[src/wsd_pkg.sv]
package wsd_pkg;

   // width in bits of the largest frame length accepted
   localparam int LENGTH_BITS = 64;
   // the length accumulator always holds a full 64-bit extended length
   localparam int LEN_W = 64;
   localparam logic [LEN_W-1:0] LEN_OVER_MASK = (LENGTH_BITS >= LEN_W) ? '0 :
      ~((LEN_W'(1) << LENGTH_BITS) - LEN_W'(1));

   localparam logic [3:0] OP_CONT  = 4'h0;
   localparam logic [3:0] OP_TEXT  = 4'h1;
   localparam logic [3:0] OP_BIN   = 4'h2;
   localparam logic [3:0] OP_CLOSE = 4'h8;
   localparam logic [3:0] OP_PING  = 4'h9;
   localparam logic [3:0] OP_PONG  = 4'hA;

   localparam logic [6:0] LEN7_EXT16 = 7'd126;
   localparam logic [6:0] LEN7_EXT64 = 7'd127;
   localparam logic [3:0] EXT16_BYTES = 4'd2;
   localparam logic [3:0] EXT64_BYTES = 4'd8;

   typedef enum logic [1:0] {
      PH_HDR0,
      PH_HDR1,
      PH_EXT,
      PH_PAYLOAD
   } phase_type;

   typedef enum logic [2:0] {
      ST_OK      = 3'd0,
      ST_CLOSED  = 3'd1,
      ST_MASKED  = 3'd2,
      ST_BINARY  = 3'd3,
      ST_STRAY   = 3'd4,
      ST_BADOP   = 3'd5
   } status_type;

   typedef enum logic [1:0] {
      CL_TEXT,
      CL_PING,
      CL_PONG,
      CL_STOP
   } class_type;

   typedef struct packed {
      logic [7:0] data_byte;
      logic       data_valid;
      logic       stream_kind;
      logic       frame_end;
      logic       message_end;
      status_type status;
   } result_type;

endpackage

[src/wsd_req_if.sv]
interface wsd_req_if;
   logic       valid;
   logic       ready;
   logic [7:0] rx_byte;

   modport source (output valid, output rx_byte, input ready);
   modport sink (input valid, input rx_byte, output ready);
endinterface

[src/wsd_rsp_if.sv]
interface wsd_rsp_if;
   logic       valid;
   logic       ready;
   logic [7:0] data_byte;
   logic       data_valid;
   logic       stream_kind;
   logic       frame_end;
   logic       message_end;
   logic [2:0] status;

   modport source (output valid, output data_byte, output data_valid, output stream_kind,
                   output frame_end, output message_end, output status, input ready);
   modport sink (input valid, input data_byte, input data_valid, input stream_kind,
                 input frame_end, input message_end, input status, output ready);
endinterface

[src/wsd_parser.sv]
module wsd_parser
   import wsd_pkg::*;
(
   input  logic       clock,
   input  logic       reset,
   input  logic       step_en,
   input  logic [7:0] rx_byte,
   output logic       res_valid,
   output result_type res
);

   phase_type        phase_ff, phase_in;
   logic [3:0]       ext_left_ff, ext_left_in;
   logic [LEN_W-1:0] remain_ff, remain_in;
   logic [3:0]       opcode_ff, opcode_in;
   logic             fin_ff, fin_in;
   logic             frag_ff, frag_in;
   logic             halted_ff, halted_in;

   class_type        cls;
   status_type       cls_st;

   logic             do_len, do_end, end_emitted;
   logic [LEN_W-1:0] len_val, rem_shift, rem_dec;
   logic [3:0]       ext_dec;
   logic             last;

   always_comb begin
      cls    = CL_STOP;
      cls_st = ST_OK;
      case (opcode_ff)
         OP_TEXT: cls = CL_TEXT;
         OP_CONT: begin
            if (frag_ff) begin
               cls = CL_TEXT;
            end else begin
               cls_st = ST_STRAY;
            end
         end
         OP_PING:  cls = CL_PING;
         OP_PONG:  cls = CL_PONG;
         OP_CLOSE: cls_st = ST_CLOSED;
         OP_BIN:   cls_st = ST_BINARY;
         default:  cls_st = ST_BADOP;
      endcase
   end

   always_comb begin
      phase_in    = phase_ff;
      ext_left_in = ext_left_ff;
      remain_in   = remain_ff;
      opcode_in   = opcode_ff;
      fin_in      = fin_ff;
      frag_in     = frag_ff;
      halted_in   = halted_ff;
      res_valid   = 1'b0;
      res         = '0;
      do_len      = 1'b0;
      do_end      = 1'b0;
      end_emitted = 1'b0;
      len_val     = '0;
      rem_shift   = {remain_ff[LEN_W-9:0], rx_byte};
      rem_dec     = remain_ff - LEN_W'(remain_ff != '0);
      ext_dec     = ext_left_ff - 4'(ext_left_ff != 4'd0);
      last        = (rem_dec == '0);

      if (step_en && !halted_ff) begin
         case (phase_ff)
            PH_HDR0: begin
               fin_in    = rx_byte[7];
               opcode_in = rx_byte[3:0];
               phase_in  = PH_HDR1;
            end
            PH_HDR1: begin
               if (rx_byte[7]) begin
                  halted_in  = 1'b1;
                  res_valid  = 1'b1;
                  res.frame_end = 1'b1;
                  res.status = ST_MASKED;
               end else if (rx_byte[6:0] == LEN7_EXT16) begin
                  remain_in   = '0;
                  ext_left_in = EXT16_BYTES;
                  phase_in    = PH_EXT;
               end else if (rx_byte[6:0] == LEN7_EXT64) begin
                  remain_in   = '0;
                  ext_left_in = EXT64_BYTES;
                  phase_in    = PH_EXT;
               end else begin
                  do_len  = 1'b1;
                  len_val = LEN_W'(rx_byte[6:0]);
               end
            end
            PH_EXT: begin
               remain_in   = rem_shift;
               ext_left_in = ext_dec;
               if (ext_dec == 4'd0) begin
                  do_len  = 1'b1;
                  len_val = rem_shift;
               end
            end
            PH_PAYLOAD: begin
               remain_in = rem_dec;
               if (cls == CL_TEXT || cls == CL_PING) begin
                  res_valid       = 1'b1;
                  res.data_byte   = rx_byte;
                  res.data_valid  = 1'b1;
                  res.stream_kind = (cls == CL_PING);
                  res.frame_end   = last;
                  res.message_end = (cls == CL_TEXT) && last && fin_ff;
                  end_emitted     = 1'b1;
               end
               do_end = last;
            end
            default: ;
         endcase

         // length complete: oversize check, then empty frame or payload
         if (do_len) begin
            remain_in = len_val;
            if ((len_val & LEN_OVER_MASK) != '0) begin
               halted_in     = 1'b1;
               res_valid     = 1'b1;
               res.frame_end = 1'b1;
               res.status    = ST_BADOP;
            end else if (len_val == '0) begin
               do_end = 1'b1;
            end else begin
               phase_in = PH_PAYLOAD;
            end
         end

         if (do_end) begin
            phase_in  = PH_HDR0;
            remain_in = '0;
            case (cls)
               CL_TEXT: begin
                  frag_in = !fin_ff;
                  if (!end_emitted && fin_ff) begin
                     res_valid       = 1'b1;
                     res.frame_end   = 1'b1;
                     res.message_end = 1'b1;
                  end
               end
               CL_PING: begin
                  if (!end_emitted) begin
                     res_valid       = 1'b1;
                     res.stream_kind = 1'b1;
                     res.frame_end   = 1'b1;
                  end
               end
               CL_PONG: ;
               default: begin
                  halted_in     = 1'b1;
                  res_valid     = 1'b1;
                  res.frame_end = 1'b1;
                  res.status    = cls_st;
               end
            endcase
         end
      end
   end

   always_ff @(posedge clock) begin
      if (reset) begin
         phase_ff    <= PH_HDR0;
         ext_left_ff <= '0;
         remain_ff   <= '0;
         opcode_ff   <= '0;
         fin_ff      <= 1'b0;
         frag_ff     <= 1'b0;
         halted_ff   <= 1'b0;
      end else begin
         phase_ff    <= phase_in;
         ext_left_ff <= ext_left_in;
         remain_ff   <= remain_in;
         opcode_ff   <= opcode_in;
         fin_ff      <= fin_in;
         frag_ff     <= frag_in;
         halted_ff   <= halted_in;
      end
   end

   a_halt_sticks: assert property (@(posedge clock) disable iff (reset)
      halted_ff |=> halted_ff)
      else $error("parser left the halted state");

   a_bad_status_halts: assert property (@(posedge clock) disable iff (reset)
      res_valid && res.status != ST_OK |=> halted_ff)
      else $error("error status given without halting");

   a_data_is_ok: assert property (@(posedge clock) disable iff (reset)
      res_valid && res.data_valid |-> res.status == ST_OK)
      else $error("payload byte carries an error status");

   a_msg_end_text: assert property (@(posedge clock) disable iff (reset)
      res_valid && res.message_end |-> res.frame_end && !res.stream_kind)
      else $error("message end outside the last text result of a frame");

   a_no_result_halted: assert property (@(posedge clock) disable iff (reset)
      halted_ff |-> !res_valid)
      else $error("result produced while halted");

endmodule

[src/websocket_frame_deframer.sv]
// channel   dir  handshake            payload
// req_chan  in   valid/ready          rx_byte[7:0]
// rsp_chan  out  valid/ready          data_byte, data_valid, stream_kind,
//                                     frame_end, message_end, status[2:0]
//
// one byte accepted per clock unless req_chan.ready is low; an accepted byte waits
// in the input register, then the parser writes its result into the output register
// synchronous reset returns the parser to the first header byte and empties
// both registers
// a stalled rsp_chan holds the output register; req_chan.ready drops only
// when the input and output registers are both full and the output is not taken
module websocket_frame_deframer
   import wsd_pkg::*;
(
   input logic        clock,
   input logic        reset,
   wsd_req_if.sink    req_chan,
   wsd_rsp_if.source  rsp_chan
);

   logic       in_valid_ff;
   logic [7:0] in_byte_ff;
   logic       out_valid_ff;
   result_type out_ff;

   logic       advance;
   logic       step_en;
   logic       res_valid;
   result_type res;

   assign advance        = !out_valid_ff || rsp_chan.ready;
   assign step_en        = in_valid_ff && advance;
   assign req_chan.ready = !in_valid_ff || advance;

   wsd_parser u_parser (
      .clock     (clock),
      .reset     (reset),
      .step_en   (step_en),
      .rx_byte   (in_byte_ff),
      .res_valid (res_valid),
      .res       (res)
   );

   always_ff @(posedge clock) begin
      if (reset) begin
         in_valid_ff  <= 1'b0;
         out_valid_ff <= 1'b0;
      end else begin
         if (req_chan.valid && req_chan.ready) begin
            in_valid_ff <= 1'b1;
         end else if (advance) begin
            in_valid_ff <= 1'b0;
         end
         if (advance) begin
            out_valid_ff <= step_en && res_valid;
         end
      end
   end

   always_ff @(posedge clock) begin
      if (req_chan.valid && req_chan.ready) begin
         in_byte_ff <= req_chan.rx_byte;
      end
      if (advance) begin
         out_ff <= res;
      end
   end

   assign rsp_chan.valid       = out_valid_ff;
   assign rsp_chan.data_byte   = out_ff.data_byte;
   assign rsp_chan.data_valid  = out_ff.data_valid;
   assign rsp_chan.stream_kind = out_ff.stream_kind;
   assign rsp_chan.frame_end   = out_ff.frame_end;
   assign rsp_chan.message_end = out_ff.message_end;
   assign rsp_chan.status      = out_ff.status;

   a_in_held: assert property (@(posedge clock) disable iff (reset)
      in_valid_ff && !advance |=> in_valid_ff && $stable(in_byte_ff))
      else $error("waiting item in the input register was lost");

   a_out_held: assert property (@(posedge clock) disable iff (reset)
      out_valid_ff && !rsp_chan.ready |=> out_valid_ff && $stable(out_ff))
      else $error("stalled result changed");

   a_step_only_when_free: assert property (@(posedge clock) disable iff (reset)
      step_en && res_valid |=> out_valid_ff)
      else $error("parser result dropped");

endmodule
[src/flat_wrapper.sv]
// flat-port wrapper written by rule: the top's interface ports become plain ports
module websocket_frame_deframer_flat import wsd_pkg::*;
  (clock, reset, req_chan_valid, req_chan_rx_byte, req_chan_ready, rsp_chan_valid, rsp_chan_data_byte, rsp_chan_data_valid, rsp_chan_stream_kind, rsp_chan_frame_end, rsp_chan_message_end, rsp_chan_status, rsp_chan_ready);
  wsd_req_if req_chan_i ();
  wsd_rsp_if rsp_chan_i ();
  input logic clock;
  input logic reset;
  input wire logic [$bits(req_chan_i.valid)-1:0] req_chan_valid;
  input wire logic [$bits(req_chan_i.rx_byte)-1:0] req_chan_rx_byte;
  output wire logic [$bits(req_chan_i.ready)-1:0] req_chan_ready;
  output wire logic [$bits(rsp_chan_i.valid)-1:0] rsp_chan_valid;
  output wire logic [$bits(rsp_chan_i.data_byte)-1:0] rsp_chan_data_byte;
  output wire logic [$bits(rsp_chan_i.data_valid)-1:0] rsp_chan_data_valid;
  output wire logic [$bits(rsp_chan_i.stream_kind)-1:0] rsp_chan_stream_kind;
  output wire logic [$bits(rsp_chan_i.frame_end)-1:0] rsp_chan_frame_end;
  output wire logic [$bits(rsp_chan_i.message_end)-1:0] rsp_chan_message_end;
  output wire logic [$bits(rsp_chan_i.status)-1:0] rsp_chan_status;
  input wire logic [$bits(rsp_chan_i.ready)-1:0] rsp_chan_ready;
  assign req_chan_i.valid = req_chan_valid;
  assign req_chan_i.rx_byte = req_chan_rx_byte;
  assign req_chan_ready = req_chan_i.ready;
  assign rsp_chan_valid = rsp_chan_i.valid;
  assign rsp_chan_data_byte = rsp_chan_i.data_byte;
  assign rsp_chan_data_valid = rsp_chan_i.data_valid;
  assign rsp_chan_stream_kind = rsp_chan_i.stream_kind;
  assign rsp_chan_frame_end = rsp_chan_i.frame_end;
  assign rsp_chan_message_end = rsp_chan_i.message_end;
  assign rsp_chan_status = rsp_chan_i.status;
  assign rsp_chan_i.ready = rsp_chan_ready;
  websocket_frame_deframer u_core (.clock(clock), .reset(reset), .req_chan(req_chan_i), .rsp_chan(rsp_chan_i));
endmodule
[config.mk]
export PLATFORM = sky130hd
export DESIGN_NAME = websocket_frame_deframer_flat
export DESIGN_NICKNAME = d
export VERILOG_FILES = /design/src/wsd_pkg.sv /design/src/wsd_req_if.sv /design/src/wsd_rsp_if.sv /design/src/wsd_parser.sv /design/src/websocket_frame_deframer.sv /design/src/flat_wrapper.sv
export SDC_FILE = /design/constraint.sdc
export NUM_CORES = 1
export LEC_CHECK = 0
export BUFFER_PORTS_ARGS = -buffer_cell sky130_fd_sc_hd__buf_2
export CAP_MARGIN = 30
export CORE_MARGIN = 8
export CORE_UTILIZATION = 45
export CTS_BUF_LIST = sky130_fd_sc_hd__clkbuf_8
export DETAILED_ROUTE_END_ITERATION = 16
export REMOVE_ABC_BUFFERS = 1
export SETUP_SLACK_MARGIN = 0.02
export SYNTH_ARGS = -nofsm -noshare
export SYNTH_HDL_FRONTEND = slang
export SYNTH_SLANG_ARGS = --single-unit
[constraint.sdc]
create_clock -name clock -period 13.35 [get_ports clock]
set_clock_uncertainty 0.2 [all_clocks]
set_input_delay 2.67 -clock clock [delete_from_list [all_inputs] [get_ports clock]]
set_output_delay 2.67 -clock clock [all_outputs]
set_load 0.01 [all_outputs]
==> impl_metrics.csv <==
group,metric,value,unit
worst_setup_path,rr_startpoint,"u_core.u_parser.remain_ff[38]",
worst_setup_path,worst_r2r_path_depth,18,
global_route,grt_max_degree,70,
floorplan,io_pins,29,
routing,drt_first_pass_iters,5,
worst_setup_path,required,13.43,ns
cts,cts_tree,"done",
worst_setup_path,crit_path_end_kind,"flip-flop",
power_and_ir_drop,seq_power_share,42.9,%
outcome,status,"complete, no violations",
sta,tns,0,ns
layout,final_common_cell,"dfxtp_1",
sta,layout_setup_ws,6.34,ns
power_and_ir_drop,leakage,2.66,nW
routing,drtIter0Drc,668,
layout,final_cell_area,7180,um^2
cts,cts.path.max_buffers,2,
routing,viasPerCell,6.55,
logic_synthesis,synth_edf_count,23,
sta,fin_crit_sh,52.5,%
routing,vias,6922,
worst_setup_path,critical_path.startpoint_type,"flip-flop",
floorplan,coreArea,15000,um^2
cts,cts.repair.resized,0,
power_and_ir_drop,combPwrFrac,29.6,%
global_route,gr-total-overflow,0,
floorplan,die_area,19300,um^2
cts,cts_setup_buffers,0,
global_route,grtUsageTotal,23.4,%
power_and_ir_drop,power.share.clock,27.4,%
power_and_ir_drop,power_per_cell_area,107,nW/um^2
sta,final_max_slew_viol_count,0,
global_route,antenna_found_initial,0,
logic_synthesis,synth_area,6810,um^2
power_and_ir_drop,ir_worst_vdd,0.0000543,V
cts,clk_pin_slew,0.12,ns
logic_synthesis,synth-main-ff-cell,"dfxtp_1",
sta,achievable-frequency,0.143,GHz
cts,htreeDepth,3,
floorplan,die_y,139,um
logic_synthesis,postSynthAreaPerCell,7.66,um^2
placement,port_buffers,28,
layout,synthToLayoutAreaGrowth,5.36,%
worst_setup_path,r2r-end,"u_core.u_parser.remain_ff[53]",
logic_synthesis,synthCells,890,
power_and_ir_drop,internal-power,475,uW
routing,route.detailed.drc,0,
placement,place_hpwl,16.5,mm
sta,hold_viol,0,
floorplan,die_x,139,um
cts,cts.hold.buffers_added,0,
worst_setup_path,rrSetupSlack,6.34,ns
logic_synthesis,synthDistinctLibCells,69,
sta,rsz0062_at_grt,"no",
cts,numCtsBuffers,9,
global_route,grt_first_pass_wirelength,36.4,mm
logic_synthesis,ys_ff_latch,102,
placement,post_dp_cell_area,6970,um^2
worst_setup_path,critPathMaxFanout,69,
cts,clock-sinks,102,
sta,worst_pin_slew,0.987,ns
worst_setup_path,crit_start,"u_core.u_parser.remain_ff[38]",
job,cap_violations,0,
worst_setup_path,worstSetupEndpoint,"u_core.u_parser.remain_ff[53]",
layout,nets,884,
layout,final_util,47.9,%
power_and_ir_drop,power,767,uW
sta,slew_headroom,34.1,%
worst_setup_path,criticalPathCategory,"flip-flop to flip-flop",
sta,setup_viol,0,
floorplan,start_util,45.5,%
layout,final_cell_mix,"dfxtp_1 (79), a21oi_1 (77), nor2_1 (76), nand2_1 (71), nor3_1 (58)",
logic_synthesis,async_flop_share,0,%
cts,cts_root_buf,"clkbuf_8",
layout,layout-drive-gt1-share,8.40,%
routing,wl_per_cell,22.0,um
power_and_ir_drop,switchingPower,292,uW
power_and_ir_drop,swShare,38.1,%
logic_synthesis,ys_warn_count,0,
placement,gp_congestion,0.985,
routing,final_antenna_net_count,0,
routing,finalWirelength,23.2,mm
sta,min_period,7.01,ns
floorplan,fp-row-count,45,
logic_synthesis,yosysSeqAreaShare,33.3,%
hold_path,hold_path.class,"flip-flop to flip-flop",
placement,dp_slack,6.54,ns
worst_setup_path,arrival,7.09,ns
global_route,first_global_vias,6445,
layout,n_antenna_cell,0,
cts,insertion_delay,0.40,ns
synth_stat cells (all sizes together), types with 9 or more instances:
cell	number	area share, %
xnor2	24	3.1
a211oi	14	1.5
nand3	34	2.6
nor4	39	3.8
nor3	59	4.4
nor2	77	4.2
dfxtp	79	23
nand2	71	3.9
buf	15	1.1
nor2b	11	1.0
a21oi	77	5.7
or3	18	1.7
inv	23	1.3
edfxtp	23	10
nand4	26	2.4
xor2	11	1.4
mux2i	10	1.5
and2	13	1.2
or2	15	1.4
or4	15	1.7
clkbuf	58	3.2
a22oi	9	0.99
a221oi	13	1.7
o21ai	49	3.7
power groups by stage:
stage / Sequential, mW / Combinational, mW / Clock (mW)
finish: 0.329 / 0.227 / 0.211
global route: 0.330 / 0.243 / 0.224
CTS: 0.329 / 0.221 / 0.217
detailed placement: 0.336 / 0.220 / 0
global placement: 0.336 / 0.220 / 0
floorplan: 0.332 / 0.157 / 0
how the worst min path moves through the flow:
stage                                              start                        endpoint  cells after the start
after floorplan           u_core.u_parser.ext_left_ff[3]  u_core.u_parser.ext_left_ff[3]                      2
after global placement         u_core.u_parser.halted_ff       u_core.u_parser.halted_ff                      2
after detailed placement       u_core.u_parser.halted_ff       u_core.u_parser.halted_ff                      2
after CTS                 u_core.u_parser.ext_left_ff[3]  u_core.u_parser.ext_left_ff[3]                      2
after global routing      u_core.u_parser.ext_left_ff[3]  u_core.u_parser.ext_left_ff[3]                      2
final                     u_core.u_parser.ext_left_ff[3]  u_core.u_parser.ext_left_ff[3]                      2
stage by stage:
| step | hold slack [ns] | std cells |
|---|---|---|
| floorplan | 0.246 | 817 |
| global placement | 0.267 | 1040 |
| global route | 0.307 | 1057 |
| detailed placement | 0.280 | 1041 |
| CTS | 0.298 | 1057 |
| finish | 0.295 | 1057 |
critical path, stage by stage, from the launching register on:
cell and delay [ns]:
dfxtp_1 0.47, nor3_1 0.70, nand3_1 0.64, nor3_1 0.56, and3_1 0.23, nand4b_1 0.11, ha_1 0.29, ha_1 0.26
nor3b_1 0.22, nand2_1 0.30, or3_1 0.46, nor3_1 0.13, nor4bb_1 0.25, nor4bb_1 0.46, nand2_1 0.25, o21a_2 0.42
buf_4 0.38, a221oi_1 0.39, a211oi_1 0.08
metal layers:
layer	vias up	part of all wire [%]	global-route usage, %
met5	-	0	0
met4	0	3.0	9.53
met3	46	6.1	3.06
met2	289	46	38.2
met1	3332	45	30.5
li1	3255	-	-
final cells by class:
cell class,instances,area (um^2)
clock inverters,7,82.6
fillers,1509,7800
clock buffers,9,124
well taps,188,235
repair buffers,36,200
flip-flops and latches,102,2270
inverters,23,86.3
multi-input cells,692,4180
state kept, by name, summed over array words and instances (netlist names), 2 cells and up:
name and flops:
u_core.u_parser.phase_ff 2, u_core.u_parser.ext_left_ff 4, u_core.u_parser.remain_ff 64, u_core.in_byte_ff 8, u_core.rsp_chan.data_byte 8, u_core.u_parser.opcode_ff 4
u_core.rsp_chan.status 3
cells by family (layout without fill, tap and decap cells):
logic type	Yosys count	after routing	share of synthesized area [%]
simple gates	419	419	33.1
compound gates	219	219	20.4
flops	102	102	33.3
buf+inv	96	75	5.62
xor+xnor	35	35	4.50
mux	11	11	1.63
fa+ha+maj	8	8	1.47
Power figures use the tool's default switching activity.
